File: src/rtl/url_percent_decoder_utf8_grouping_unit_defines.svh
// ----------------------------------------------------------------------------
// url percent decoder utf8 grouping unit - assertion macros
// shared property forms for the block's concurrent checks
// ----------------------------------------------------------------------------
`ifndef URL_PERCENT_DECODER_UTF8_GROUPING_UNIT_DEFINES_SVH
`define URL_PERCENT_DECODER_UTF8_GROUPING_UNIT_DEFINES_SVH

// same-cycle implication
`define UPD_ASSERT_IMPL(lbl, ante, cons, msg) \
    lbl: assert property (@(posedge i_clk) disable iff (!i_rst_n) (ante) |-> (cons)) \
        else $error(msg);

// next-cycle implication
`define UPD_ASSERT_NEXT(lbl, ante, cons, msg) \
    lbl: assert property (@(posedge i_clk) disable iff (!i_rst_n) (ante) |=> (cons)) \
        else $error(msg);

`endif

File: src/rtl/upd_pkg.sv
// ----------------------------------------------------------------------------
// upd_pkg
// types, constants and helper functions of the url percent decoder
// ----------------------------------------------------------------------------
package upd_pkg;

    localparam int UPD_QUEUE_DEPTH = 2;
    localparam int UPD_ADDR_W      = 3;
    localparam int UPD_DATA_W      = 32;
    localparam int UPD_MAX_BYTES   = 3;

    localparam logic [0:0] REG_GROUP_UTF8 = 1'b0;

    localparam logic [7:0] CH_PCT   = 8'h25;
    localparam logic [7:0] LEAD2_LO = 8'hC2;
    localparam logic [7:0] LEAD2_HI = 8'hDF;
    localparam logic [7:0] LEAD3_HI = 8'hEF;
    localparam logic [7:0] LEAD4_HI = 8'hF6;

    typedef enum logic [1:0] {
        PH_IDLE  = 2'd0,
        PH_PCT   = 2'd1,
        PH_DIGIT = 2'd2
    } t_esc_phase;

    typedef struct packed {
        logic [1:0]                      cnt;
        logic [UPD_MAX_BYTES-1:0][7:0]   bytes;
        logic                            last;
    } t_bundle;

    typedef struct packed {
        logic        hit;
        logic [31:0] value;
        logic [2:0]  need;
        logic [2:0]  have;
        logic [31:0] accum;
    } t_grp;

    typedef struct packed {
        logic group_utf8;
        logic wr;
    } t_cfg_ctl;

    typedef struct packed {
        logic group_open;
        logic term_load;
    } t_back_stat;

    function automatic logic is_hex(input logic [7:0] c);
        return (c >= 8'h30 && c <= 8'h39) || (c >= 8'h41 && c <= 8'h46) ||
               (c >= 8'h61 && c <= 8'h66);
    endfunction

    function automatic logic [3:0] hex_val(input logic [7:0] c);
        logic [7:0] v;
        v = 8'h00;
        if (c >= 8'h30 && c <= 8'h39) begin
            v = c - 8'h30;
        end else if (c >= 8'h41 && c <= 8'h46) begin
            v = c - 8'h37;
        end else if (c >= 8'h61 && c <= 8'h66) begin
            v = c - 8'h57;
        end
        return v[3:0];
    endfunction

    function automatic t_grp grp_step(input logic mode, input logic [2:0] need,
                                      input logic [2:0] have, input logic [31:0] accum,
                                      input logic [7:0] b);
        t_grp       g;
        logic [3:0] h4;
        logic [2:0] h;
        logic [1:0] sh;
        g.hit   = 1'b0;
        g.value = '0;
        g.need  = need;
        g.have  = have;
        g.accum = accum;
        h4      = {1'b0, have} + 4'd1;
        h       = (h4 > {1'b0, need}) ? need : h4[2:0];
        sh      = need[1:0] - h[1:0];
        if (!mode) begin
            g.hit   = 1'b1;
            g.value = {24'b0, b};
        end else if (need == 3'd0) begin
            if (b < LEAD2_LO) begin
                g.hit   = 1'b1;
                g.value = {24'b0, b};
            end else if (b <= LEAD2_HI) begin
                g.need  = 3'd2;
                g.have  = 3'd1;
                g.accum = {16'b0, b, 8'b0};
            end else if (b <= LEAD3_HI) begin
                g.need  = 3'd3;
                g.have  = 3'd1;
                g.accum = {8'b0, b, 16'b0};
            end else if (b <= LEAD4_HI) begin
                g.need  = 3'd4;
                g.have  = 3'd1;
                g.accum = {b, 24'b0};
            end else begin
                g.hit   = 1'b1;
                g.value = '0;
            end
        end else begin
            g.have  = h;
            g.accum = accum | ({24'b0, b} << {sh, 3'b000});
            if (h == need) begin
                g.hit   = 1'b1;
                g.value = g.accum;
                g.need  = 3'd0;
                g.have  = 3'd0;
                g.accum = '0;
            end
        end
        return g;
    endfunction

endpackage

File: src/rtl/url_percent_decoder_utf8_grouping_unit.sv
// ----------------------------------------------------------------------------
// url_percent_decoder_utf8_grouping_unit
// url percent decoder with optional utf-8 code unit packing
// ----------------------------------------------------------------------------
// One character is taken per clock while the bundle queue has room. Each
// character becomes zero to three decoded bytes, plus a terminator on the
// last character of a string; the grouping stage walks these one per cycle
// while the output register can take a result. The output register hands
// out one result per cycle while the receiver pops; the first result of a
// character passes through the bundle queue and then the output register.
// A write of group_utf8 drops any partial code unit and keeps the escape
// state.
`include "url_percent_decoder_utf8_grouping_unit_defines.svh"

module url_percent_decoder_utf8_grouping_unit
    import upd_pkg::*;
#(
    parameter int QUEUE_DEPTH = UPD_QUEUE_DEPTH
) (
    input  logic                  i_clk,
    input  logic                  i_rst_n,
    input  logic                  push,
    output logic                  full,
    input  logic [7:0]            i_in_char,
    input  logic                  i_in_last,
    output logic                  empty,
    input  logic                  pop,
    output logic [31:0]           o_out_value,
    output logic                  o_out_end,
    output logic                  o_out_last,
    input  logic                  psel,
    input  logic                  penable,
    input  logic                  pwrite,
    input  logic [UPD_ADDR_W-1:0] paddr,
    input  logic [UPD_DATA_W-1:0] pwdata,
    output logic [UPD_DATA_W-1:0] prdata,
    output logic                  pready
);

    logic       r_group_utf8;
    logic       w_cfg_wr;
    logic       w_accept;
    logic       w_f_wr;
    t_bundle    w_f_bundle;
    logic       w_q_valid;
    logic       w_q_pop;
    t_bundle    w_q_head;
    t_cfg_ctl   w_cfg;
    t_back_stat w_stat;

    assign pready   = 1'b1;
    assign w_cfg_wr = psel && penable && pwrite && pready &&
                      (paddr[UPD_ADDR_W-1:2] == REG_GROUP_UTF8);
    assign prdata   = (paddr[UPD_ADDR_W-1:2] == REG_GROUP_UTF8) ?
                      {{(UPD_DATA_W-1){1'b0}}, r_group_utf8} : '0;

    always_ff @(posedge i_clk) begin
        if (!i_rst_n) begin
            r_group_utf8 <= 1'b0;
        end else if (w_cfg_wr) begin
            r_group_utf8 <= pwdata[0];
        end
    end

    assign w_cfg.group_utf8 = r_group_utf8;
    assign w_cfg.wr         = w_cfg_wr;
    assign w_accept         = push && !full;

    upd_front u_front (
        .i_clk    (i_clk),
        .i_rst_n  (i_rst_n),
        .i_accept (w_accept),
        .i_char   (i_in_char),
        .i_last   (i_in_last),
        .o_wr     (w_f_wr),
        .o_bundle (w_f_bundle)
    );

    upd_queue #(
        .DEPTH (QUEUE_DEPTH)
    ) u_queue (
        .i_clk   (i_clk),
        .i_rst_n (i_rst_n),
        .i_wr    (w_f_wr),
        .i_data  (w_f_bundle),
        .i_rd    (w_q_pop),
        .o_valid (w_q_valid),
        .o_full  (full),
        .o_head  (w_q_head)
    );

    upd_back u_back (
        .i_clk     (i_clk),
        .i_rst_n   (i_rst_n),
        .i_q_valid (w_q_valid),
        .i_q_head  (w_q_head),
        .o_q_pop   (w_q_pop),
        .i_cfg     (w_cfg),
        .i_pop     (pop),
        .o_empty   (empty),
        .o_value   (o_out_value),
        .o_end     (o_out_end),
        .o_last    (o_out_last),
        .o_stat    (w_stat)
    );

    `UPD_ASSERT_IMPL(a_term_shape, !empty && o_out_end, (o_out_value == 32'd0) && o_out_last, "bad terminator")
    `UPD_ASSERT_NEXT(a_cfg_clears_group, w_cfg_wr, !w_stat.group_open, "group open after write")
    `UPD_ASSERT_NEXT(a_term_clears_group, w_stat.term_load, !w_stat.group_open, "group open at end")

endmodule

File: src/rtl/upd_front.sv
// ----------------------------------------------------------------------------
// upd_front
// escape decoder: turns each character into a bundle of decoded bytes
// ----------------------------------------------------------------------------
module upd_front
    import upd_pkg::*;
(
    input  logic       i_clk,
    input  logic       i_rst_n,
    input  logic       i_accept,
    input  logic [7:0] i_char,
    input  logic       i_last,
    output logic       o_wr,
    output t_bundle    o_bundle
);

    t_esc_phase r_phase, n_phase;
    logic [7:0] r_held, n_held;
    t_bundle    w_b;

    always_comb begin
        w_b       = '0;
        w_b.last  = i_last;
        n_phase   = r_phase;
        n_held    = r_held;
        case (r_phase)
            PH_IDLE: begin
                if (i_char == CH_PCT) begin
                    n_phase = PH_PCT;
                end else begin
                    w_b.bytes[w_b.cnt] = i_char;
                    w_b.cnt = w_b.cnt + 2'd1;
                end
            end
            PH_PCT: begin
                if (is_hex(i_char)) begin
                    n_held  = i_char;
                    n_phase = PH_DIGIT;
                end else begin
                    w_b.bytes[w_b.cnt] = CH_PCT;
                    w_b.cnt = w_b.cnt + 2'd1;
                    if (i_char == CH_PCT) begin
                        n_phase = PH_PCT;
                    end else begin
                        n_phase = PH_IDLE;
                        w_b.bytes[w_b.cnt] = i_char;
                        w_b.cnt = w_b.cnt + 2'd1;
                    end
                end
            end
            PH_DIGIT: begin
                if (is_hex(i_char)) begin
                    n_phase = PH_IDLE;
                    w_b.bytes[w_b.cnt] = {hex_val(r_held), hex_val(i_char)};
                    w_b.cnt = w_b.cnt + 2'd1;
                end else begin
                    w_b.bytes[w_b.cnt] = CH_PCT;
                    w_b.cnt = w_b.cnt + 2'd1;
                    w_b.bytes[w_b.cnt] = r_held;
                    w_b.cnt = w_b.cnt + 2'd1;
                    if (i_char == CH_PCT) begin
                        n_phase = PH_PCT;
                    end else begin
                        n_phase = PH_IDLE;
                        w_b.bytes[w_b.cnt] = i_char;
                        w_b.cnt = w_b.cnt + 2'd1;
                    end
                end
            end
            default: begin
                n_phase = PH_IDLE;
            end
        endcase
        // flush a pending escape at string end
        if (i_last) begin
            if (n_phase == PH_PCT) begin
                w_b.bytes[w_b.cnt] = CH_PCT;
                w_b.cnt = w_b.cnt + 2'd1;
            end else if (n_phase == PH_DIGIT) begin
                w_b.bytes[w_b.cnt] = CH_PCT;
                w_b.cnt = w_b.cnt + 2'd1;
                w_b.bytes[w_b.cnt] = n_held;
                w_b.cnt = w_b.cnt + 2'd1;
            end
            n_phase = PH_IDLE;
        end
    end

    always_ff @(posedge i_clk) begin
        if (!i_rst_n) begin
            r_phase <= PH_IDLE;
            r_held  <= '0;
        end else if (i_accept) begin
            r_phase <= n_phase;
            r_held  <= n_held;
        end
    end

    assign o_wr     = i_accept;
    assign o_bundle = w_b;

endmodule

File: src/rtl/upd_queue.sv
// ----------------------------------------------------------------------------
// upd_queue
// small flop queue of bundles between the escape decoder and the grouper
// ----------------------------------------------------------------------------
module upd_queue
    import upd_pkg::*;
#(
    parameter int DEPTH = UPD_QUEUE_DEPTH
) (
    input  logic    i_clk,
    input  logic    i_rst_n,
    input  logic    i_wr,
    input  t_bundle i_data,
    input  logic    i_rd,
    output logic    o_valid,
    output logic    o_full,
    output t_bundle o_head
);

    localparam int PTR_W = (DEPTH > 1) ? $clog2(DEPTH) : 1;
    localparam int CNT_W = $clog2(DEPTH + 1);

    t_bundle            r_mem [DEPTH];
    logic [PTR_W-1:0]   r_wp, n_wp;
    logic [PTR_W-1:0]   r_rp, n_rp;
    logic [CNT_W-1:0]   r_count, n_count;
    logic               w_push, w_pop;

    assign o_full  = (r_count == CNT_W'(DEPTH));
    assign o_valid = (r_count != '0);
    assign o_head  = r_mem[r_rp];
    assign w_push  = i_wr && !o_full;
    assign w_pop   = i_rd && o_valid;

    always_comb begin
        n_wp    = r_wp;
        n_rp    = r_rp;
        n_count = r_count;
        if (w_push) begin
            n_wp = (r_wp == PTR_W'(DEPTH - 1)) ? '0 : r_wp + PTR_W'(1);
        end
        if (w_pop) begin
            n_rp = (r_rp == PTR_W'(DEPTH - 1)) ? '0 : r_rp + PTR_W'(1);
        end
        if (w_push && !w_pop) begin
            n_count = r_count + CNT_W'(1);
        end else if (w_pop && !w_push) begin
            n_count = r_count - CNT_W'(1);
        end
    end

    always_ff @(posedge i_clk) begin
        if (!i_rst_n) begin
            r_wp    <= '0;
            r_rp    <= '0;
            r_count <= '0;
        end else begin
            r_wp    <= n_wp;
            r_rp    <= n_rp;
            r_count <= n_count;
        end
    end

    always_ff @(posedge i_clk) begin
        if (w_push) begin
            r_mem[r_wp] <= i_data;
        end
    end

endmodule

File: src/rtl/upd_back.sv
// ----------------------------------------------------------------------------
// upd_back
// walks each bundle one byte per cycle while the output can take a result, packs utf-8 groups, drives results
// ----------------------------------------------------------------------------
module upd_back
    import upd_pkg::*;
(
    input  logic        i_clk,
    input  logic        i_rst_n,
    input  logic        i_q_valid,
    input  t_bundle     i_q_head,
    output logic        o_q_pop,
    input  t_cfg_ctl    i_cfg,
    input  logic        i_pop,
    output logic        o_empty,
    output logic [31:0] o_value,
    output logic        o_end,
    output logic        o_last,
    output t_back_stat  o_stat
);

    logic [1:0]  r_slot, n_slot;
    logic [2:0]  r_need, n_need;
    logic [2:0]  r_have, n_have;
    logic [31:0] r_accum, n_accum;
    logic        r_ov, n_ov;
    logic [31:0] r_val, n_val;
    logic        r_end, n_end;
    logic        r_last, n_last;

    t_grp        w_g0, w_g1, w_g2;
    logic [2:0]  w_total, w_s0, w_cnt;
    logic        w_is_byte, w_is_term, w_later, w_produce, w_out_rdy, w_step, w_done;

    function automatic logic [7:0] pick(input logic [UPD_MAX_BYTES-1:0][7:0] by,
                                        input logic [1:0] k);
        logic [7:0] v;
        case (k)
            2'd0:    v = by[0];
            2'd1:    v = by[1];
            2'd2:    v = by[2];
            default: v = 8'h00;
        endcase
        return v;
    endfunction

    always_comb begin
        w_cnt     = {1'b0, i_q_head.cnt};
        w_total   = w_cnt + {2'b0, i_q_head.last};
        w_s0      = {1'b0, r_slot};
        w_is_byte = (w_s0 < w_cnt);
        w_is_term = !w_is_byte && i_q_head.last;
        w_g0 = grp_step(i_cfg.group_utf8, r_need, r_have, r_accum,
                        pick(i_q_head.bytes, r_slot));
        w_g1 = grp_step(i_cfg.group_utf8, w_g0.need, w_g0.have, w_g0.accum,
                        pick(i_q_head.bytes, r_slot + 2'd1));
        w_g2 = grp_step(i_cfg.group_utf8, w_g1.need, w_g1.have, w_g1.accum,
                        pick(i_q_head.bytes, r_slot + 2'd2));
        // does a later byte of this bundle give a result
        w_later   = ((w_s0 + 3'd1 < w_cnt) && w_g1.hit) ||
                    ((w_s0 + 3'd2 < w_cnt) && w_g2.hit);
        w_produce = i_q_valid && ((w_is_byte && w_g0.hit) || w_is_term);
        w_out_rdy = !r_ov || i_pop;
        w_step    = i_q_valid && (!w_produce || w_out_rdy);
        w_done    = w_step && ((w_total == 3'd0) || (w_s0 == w_total - 3'd1));
    end

    always_comb begin
        n_slot  = r_slot;
        n_need  = r_need;
        n_have  = r_have;
        n_accum = r_accum;
        n_ov    = r_ov && !i_pop;
        n_val   = r_val;
        n_end   = r_end;
        n_last  = r_last;
        if (w_step && w_total != 3'd0) begin
            if (w_is_byte) begin
                n_need  = w_g0.need;
                n_have  = w_g0.have;
                n_accum = w_g0.accum;
            end else begin
                n_need  = '0;
                n_have  = '0;
                n_accum = '0;
            end
            n_slot = w_done ? 2'd0 : r_slot + 2'd1;
        end
        if (w_produce && w_out_rdy) begin
            n_ov   = 1'b1;
            n_val  = w_is_term ? 32'd0 : w_g0.value;
            n_end  = w_is_term;
            n_last = w_is_term || (!i_q_head.last && !w_later);
        end
        // a write of the mode register drops a partial group
        if (i_cfg.wr) begin
            n_need  = '0;
            n_have  = '0;
            n_accum = '0;
        end
    end

    always_ff @(posedge i_clk) begin
        if (!i_rst_n) begin
            r_slot  <= '0;
            r_need  <= '0;
            r_have  <= '0;
            r_accum <= '0;
            r_ov    <= 1'b0;
        end else begin
            r_slot  <= n_slot;
            r_need  <= n_need;
            r_have  <= n_have;
            r_accum <= n_accum;
            r_ov    <= n_ov;
        end
    end

    always_ff @(posedge i_clk) begin
        r_val  <= n_val;
        r_end  <= n_end;
        r_last <= n_last;
    end

    assign o_q_pop           = w_done;
    assign o_empty           = !r_ov;
    assign o_value           = r_val;
    assign o_end             = r_end;
    assign o_last            = r_last;
    assign o_stat.group_open = (r_need != 3'd0);
    assign o_stat.term_load  = w_produce && w_out_rdy && w_is_term;

endmodule

File: config.mk
export PLATFORM = sky130hd
export DESIGN_NAME = url_percent_decoder_utf8_grouping_unit
export DESIGN_NICKNAME = d
export VERILOG_FILES = /design/src/rtl/upd_pkg.sv /design/src/rtl/url_percent_decoder_utf8_grouping_unit.sv /design/src/rtl/upd_front.sv /design/src/rtl/upd_queue.sv /design/src/rtl/upd_back.sv
export VERILOG_INCLUDE_DIRS = /design/src /design/src/rtl
export SDC_FILE = /design/constraint.sdc
export NUM_CORES = 1
export LEC_CHECK = 0
export ABC_AREA = 1
export BUFFER_PORTS_ARGS = -buffer_cell sky130_fd_sc_hd__buf_2
export CORE_AREA = 4 4 147 149
export CTS_CLUSTER_SIZE = 12
export DETAILED_ROUTE_END_ITERATION = 8
export DIE_AREA = 0 0 151 153
export PLACE_DENSITY = 0.75
export SETUP_SLACK_MARGIN = 0.2
export SLEW_MARGIN = 15
export SYNTH_ARGS = -nofsm -noshare
export SYNTH_HDL_FRONTEND = slang
export SYNTH_HIERARCHICAL = 1
export SYNTH_SLANG_ARGS = --single-unit
File: constraint.sdc
create_clock -name i_clk -period 5.15 [get_ports i_clk]
set_clock_uncertainty 0.2 [all_clocks]
set_input_delay 0.2575 -clock i_clk [delete_from_list [all_inputs] [get_ports i_clk]]
set_output_delay 0.2575 -clock i_clk [all_outputs]
set_load 0.005 [all_outputs]
Word-level counts from Yosys, hierarchy flattened --
Memories as Yosys holds them, arrays and structs flattened. A register that Yosys moved wholly into a read port is not among the register bits. Cells that the tools add are included.
Word-level totals: bits of input ports 51, RAM bits 54, output and inout bits 69, bits in registers 90, memories 1
Memory list:
- u_queue.r_mem | depth 2, bits a word 27, rd ports 1, clocked after memory_dff 1, wr ports 1, RTL line upd_queue.sv:23 | t_bundle r_mem [DEPTH];
Operators by class: reduce and logical (&&, ||, !) cells 57, bitwise logic cells 9, order comparisons 34, muxes and demuxes 90, shift-type cells 3, equality and inequality tests 16, $add $sub $neg 24
Operators with widths (count):
- 2-to-1 mux 38 bit | 14
- 2-to-1 mux 33 bit | 15
- 2-to-1 mux 71 bit | 6
- bitwise OR 32 bit | 3
- case mux 8 bit (3 select lines) | 4
- << shifter 8 x 5 -> 32 bit | 3
- 2-to-1 mux 26 bit | 3
- <= comparator 8 bit (second input constant) | 9
- 2-to-1 mux 8 bit | 7
- demux 8 bit (select 2 bit) | 2
- greater-or-equal comparator 8 x 7 -> 1 bit (second input constant) | 4
- <= comparator 8 x 7 -> 1 bit (second input constant) | 4
- 2-to-1 mux 16 bit | 2
- 2-to-1 mux 32 bit | 1
- logical AND 1 bit | 27
- bitwise mux 24 bit | 1
- less-than comparator 8 bit (second input constant) | 3
- 2-to-1 mux 4 bit | 6
- 2-to-1 mux 2 bit | 10
- greater-or-equal comparator 8 x 6 -> 1 bit (second input constant) | 2
- <= comparator 8 x 6 -> 1 bit (second input constant) | 2
- case mux 8 bit (2 select lines) | 1
- subtractor 4 x 3 -> 4 bit (second input constant) | 4
- AND 15 bit | 1
- 35 further kinds | 99

Logic depth before layout (Yosys ltp) --
depth after elaboration 32, depth in mapped cells 49, mapped depth without buffers 49

Hierarchy --
Netlist, hierarchy kept.
By module, submodules not included:
- upd_back | cells an instance 904, seq. area each 1841.8 um2, instances 1, area an instance 6194.7 um2
- upd_queue | cells an instance 121, seq. area each 1721.7 um2, instances 1, area an instance 2297.2 um2
- upd_front | cells an instance 356, seq. area each 200.2 um2, instances 1, area an instance 1923.1 um2
- url_percent_decoder_utf8_grouping_unit | cells an instance 51, seq. area each 20.0 um2, instances 1, area an instance 331.6 um2

Worst setup path after synthesis --
OpenSTA, ideal clock, no wires.
path type register -> register, from register u_back.r_have[0], to register u_back.r_last, in the netlist u_back/o_last (data pin), stages on the path, launching flop included 47, data required time 4691 ps, library setup time 259 ps, slack -237 ps, arrival 4928 ps, buffers on the path 0, path through dfxtp_1 > ha_1 > xnor2_1 > inv_1 > ha_1 > nand3_1 > nand2_1 > nand2_2 > nand2_1 > nand2_1 > ha_1 > nand2_1 > nor2_4 > nand2_4 > nand2_4 > nor2_4 > nand2_1 > o21ai_2 > (+11 left out) > o21ai_0 > inv_1 > ha_1 > inv_1 > nand3_1 > nand2_2 > ha_1 > nand2_1 > nor2_1 > a211oi_1 > a31oi_1 > a21oi_1 > nand2_1 > nand2_1 > nand2_1 > nand2_1 > nand2_1 > nand2_1
Between the ends: cells in the longest elaborated chain, start to end 26
RTL lines:
- start: declaration | RTL line upd_back.sv:24 | logic [2:0] r_have, n_have;
- start signal: assignment | RTL line upd_back.sv:113 | r_have <= n_have;
- adder 3 x 1 -> 4 bit | RTL line upd_pkg.sv:80 | h4 = {1'b0, have} + 4'd1;
- greater-than comparator 4 x 3 -> 1 bit | RTL line upd_pkg.sv:81 | h = (h4 > {1'b0, need}) ? need : h4[2:0];
- 2-to-1 mux 3 bit | RTL line upd_pkg.sv:81
- equality test 3 bit | RTL line upd_pkg.sv:109 | if (h == need) begin
- 2-to-1 mux 71 bit | RTL line upd_pkg.sv:109
- 2-to-1 mux 71 bit | RTL line upd_pkg.sv:86 | end else if (need == 3'd0) begin
- 2-to-1 mux 38 bit (*) | RTL line upd_pkg.sv:83 | if (!mode) begin
- adder 3 x 1 -> 4 bit | RTL line upd_pkg.sv:80
- (+10 left out)
- 2-to-1 mux 71 bit | RTL line upd_pkg.sv:109
- 2-to-1 mux 71 bit | RTL line upd_pkg.sv:86
- 2-to-1 mux 33 bit | RTL line upd_pkg.sv:83
- logical AND 1 bit | RTL line upd_back.sv:61 | ((w_s0 + 3'd2 < w_cnt) && w_g2.hit);
- logical OR 1 bit (*) | RTL line upd_back.sv:60 | w_later = ((w_s0 + 3'd1 < w_cnt) && w_g1.hit) ||
- logical NOT 1 bit (*) | RTL line upd_back.sv:93 | n_last = w_is_term || (!i_q_head.last && !w_later);
- logical AND 1 bit (*) | RTL line upd_back.sv:93
- logical OR 1 bit (*) | RTL line upd_back.sv:93
- end signal: assignment | RTL line upd_back.sv:122 | r_last <= n_last;
- end: declaration | RTL line upd_back.sv:29 | logic r_last, n_last;
Every way passes the cells marked *; elsewhere a longest branch is shown, timed or not. A chain may end at the register's enable or synchronous reset.

Worst setup path after layout --
from register u_back.r_have[1], to register u_back.r_last, in the netlist u_back/o_last (data pin)
Same word-level chain as after synthesis.

==> flow_results.org <==
** Synth
- Synthesis produced 1430 cells.
- Warning count from the yosys run :: 6
- The average instance in the mapped netlist occupies 7.510 µm².
- In this run the cell area of the synthesized design comes to 10740 µm².

** Setup path
- The critical path is of the flip-flop to flip-flop type.
- For flop-to-flop paths, the worst setup slack is -0.04 ns.
- The largest single stage delay on the critical path is 0.35 ns.
- Sort of element at the start of the critical path :: flip-flop
- Arrival time at the worst endpoint :: 5.16 ns
- Max stage delay cell, worst path :: sky130_fd_sc_hd__dfxtp_4
- Sum of buffers and inverters on the critical path :: 3
- The cell that appears most often on the critical path is sky130_fd_sc_hd__nand2_1.
- For the worst setup path, the data required time is 5.13 ns.
- The worst setup path is captured at a flip-flop.
- In this run the worst path has a maximum fanout of 3.
- Broken down by cell family, the worst path's largest delay share belongs to simple AND/OR/NAND/NOR gates.

** Timing
- Final-report max-slew violation count :: 0
- Worst path setup slack after routing :: -0.03678 ns
- RSZ-0062 raised after global routing :: yes
- Dividing the final minimum period by the clock period gives 1.007.
- At the pin with the least slew margin, the transition time is 0.9703 ns.
- Setup total negative slack :: -0.03678 ns
- Fmax :: 192.8 MHz
- Counting I/O delays and the setup requirement, the final critical path takes 5.187 ns.
- Final setup violation count :: 1
- Fin Hold WS :: 0.01862 ns
- Hold violation total from the final report :: 0
- Relative slew slack :: 0.3491

** Floorplanning
- Top-level I/O count :: 120
- The initial utilization of the core area, before any placement, comes to 0.5324.
- Cell Rows :: 52
- Die extent in y :: 153 µm
- The core region is 20170 µm².
- Floorplan die width :: 151 µm
- The die covers 23100 µm².

** Min path
- Tightest Hold Check Type :: input pin to flip-flop

** Final layout
- Antenna diode instance count :: 0
- Number of filler cells placed in the layout :: 1789
- Area of combinational cells with multiple inputs :: 5928 µm²
- Final nets :: 1617
- Area added between synthesis and finish :: 14.97%
- Once layout is done, the placed cells without fillers occupy 12350 µm².
- Reg area :: 3789 µm²
- Of the cells placed in the final design, the portion with a size suffix greater than 1 is 0.2083.

** CTS
- Maximum level of the CTS H-tree :: 4
- Maximum root-to-sink buffer count :: 2
- TritonCTS built the clock tree.
- The cell sitting at the root of the clock tree is a sky130_fd_sc_hd__clkbuf_16.
- Buffers inserted during clock tree synthesis total 17.
- Clock slew at reported path FFs :: 0.07 ns
- Clock latency on the worst-skew pair :: 0.43 ns
- Sinks on Clock Net :: 145

** Global route
- Number of antenna violations at the first check in global routing :: 0
- The via count of the first global-routing pass is 9243.
- Combined global-route utilization of all metal layers :: 0.2455
- Global-route wire length before repair :: 46.10 mm
- Total global routing overflow :: 0
- Pin count of the biggest net entering global routing :: 46

** Run status
- Outcome :: complete, but fails checks
- Failing checks :: setup timing

** Place
- The congestion estimate from routability-driven global placement came to 1.026.
- Setup slack after placement :: -0.2542 ns
- After legalization and detailed placement, the total HPWL measured 20.83 mm.
- Buffers placed on the I/O ports in this run total 54.
- After detailed placement, the total cell area comes to 11460 µm².

** Job
- The tool flagged a number of max-cap violations equal to 0.

** Drt
- For this run, the detailed router's first-pass iteration total came to 6.
- Violation count after the first detailed-route iteration :: 1107
- The final layout contains routed wiring with a total length of 28.72 mm.
- Final ANT Viol Nets :: 0
- Routed wirelength normalized by instance count :: 15.90 µm
- After detailed routing, the number of vias per cell comes to 5.519.
- Number of remaining DRC errors :: 0
- The routed layout has 9967 vias.
[what timing repair did]
item	CTS	global route
setup endpoints to repair	1	1
pin swaps	19	6
endpoints found under the hold margin	9	0
resized for setup	10	7
buffers inserted	11	3
hold buffers	4	0
[cell type report]
class / count / share of cell area
timing repair buffer: 133 / 0.07276
tap: 270 / 0.02736
clock buffer: 21 / 0.03648
inverter: 198 / 0.06019
clock inverter: 11 / 0.01621
sequential: 145 / 0.3069
multi-input combinational: 1028 / 0.4801
[flip-flops by register name (all words and copies together), names as in the netlist, 2 cells and up, named ones only]
| name | flops |
|---|---|
| u_queue/r_mem | 54 |
| u_back/o_value | 32 |
| u_back/r_accum | 32 |
| u_front/r_held | 8 |
| u_back/r_have | 3 |
| u_back/r_need | 3 |
| u_back/r_slot | 2 |
| u_front/r_phase | 2 |
| u_queue/r_count | 2 |
[layout by cell type, fill, tap and decap left out, drive strengths merged, types with 2 or more instances in the layout]
master         n
edfxtp        88
nand3b         2
clkinv         6
o31ai          2
ha            42
nand3         84
inv          196
buf          129
dlygate4sd3    4
dfxtp         57
a211oi        28
xor2           3
mux2          27
clkinvlp       2
conb          32
nand4         14
a31oi         16
bufinv         5
nor2         117
a22o           3
clkbuf        21
a21oi        107
or2            4
a221oi        10
o211ai         5
o22ai          4
o21ai        128
a22oi          2
nor3          19
o221ai         6
nand2        365
[metal layers]
layer  global-route usage  wire (µm)  part of all wire
met2               0.3847      12970              0.45
met1               0.3397      12530              0.44
met4              0.06649        504             0.018
met3              0.05982       2712             0.094
met5                    0          0                 0
[worst paths after layout]
path / from / to / depth (start not counted)
max: u_back/r_have[1] / u_back/o_last / 46
max reg2reg: u_back/r_have[1] / u_back/o_last / 46
min reg2reg: u_back/r_accum[2] / u_back/r_accum[2] / 2
min: pwrite / r_group_utf8 / 5
[tightest hold or removal path, delay by kind of cell]
family	cells	cell delay (ns)
AND/OR/NAND/NOR	4	0.23
buffers and inverters	1	0.10
[per-stage QoR]
step / utilization / cells
6_report: 0.6122 / 1806
5_1_grt: 0.6122 / 1806
4_1_cts: 0.6097 / 1803
3_5_place_dp: 0.5684 / 1756
3_3_place_gp: 0.5684 / 1756
2_1_floorplan: - / 1460
Power is left out: the tool's default activity adds up to more than one toggle a clock period on the data nets, which glitch-free logic cannot reach.
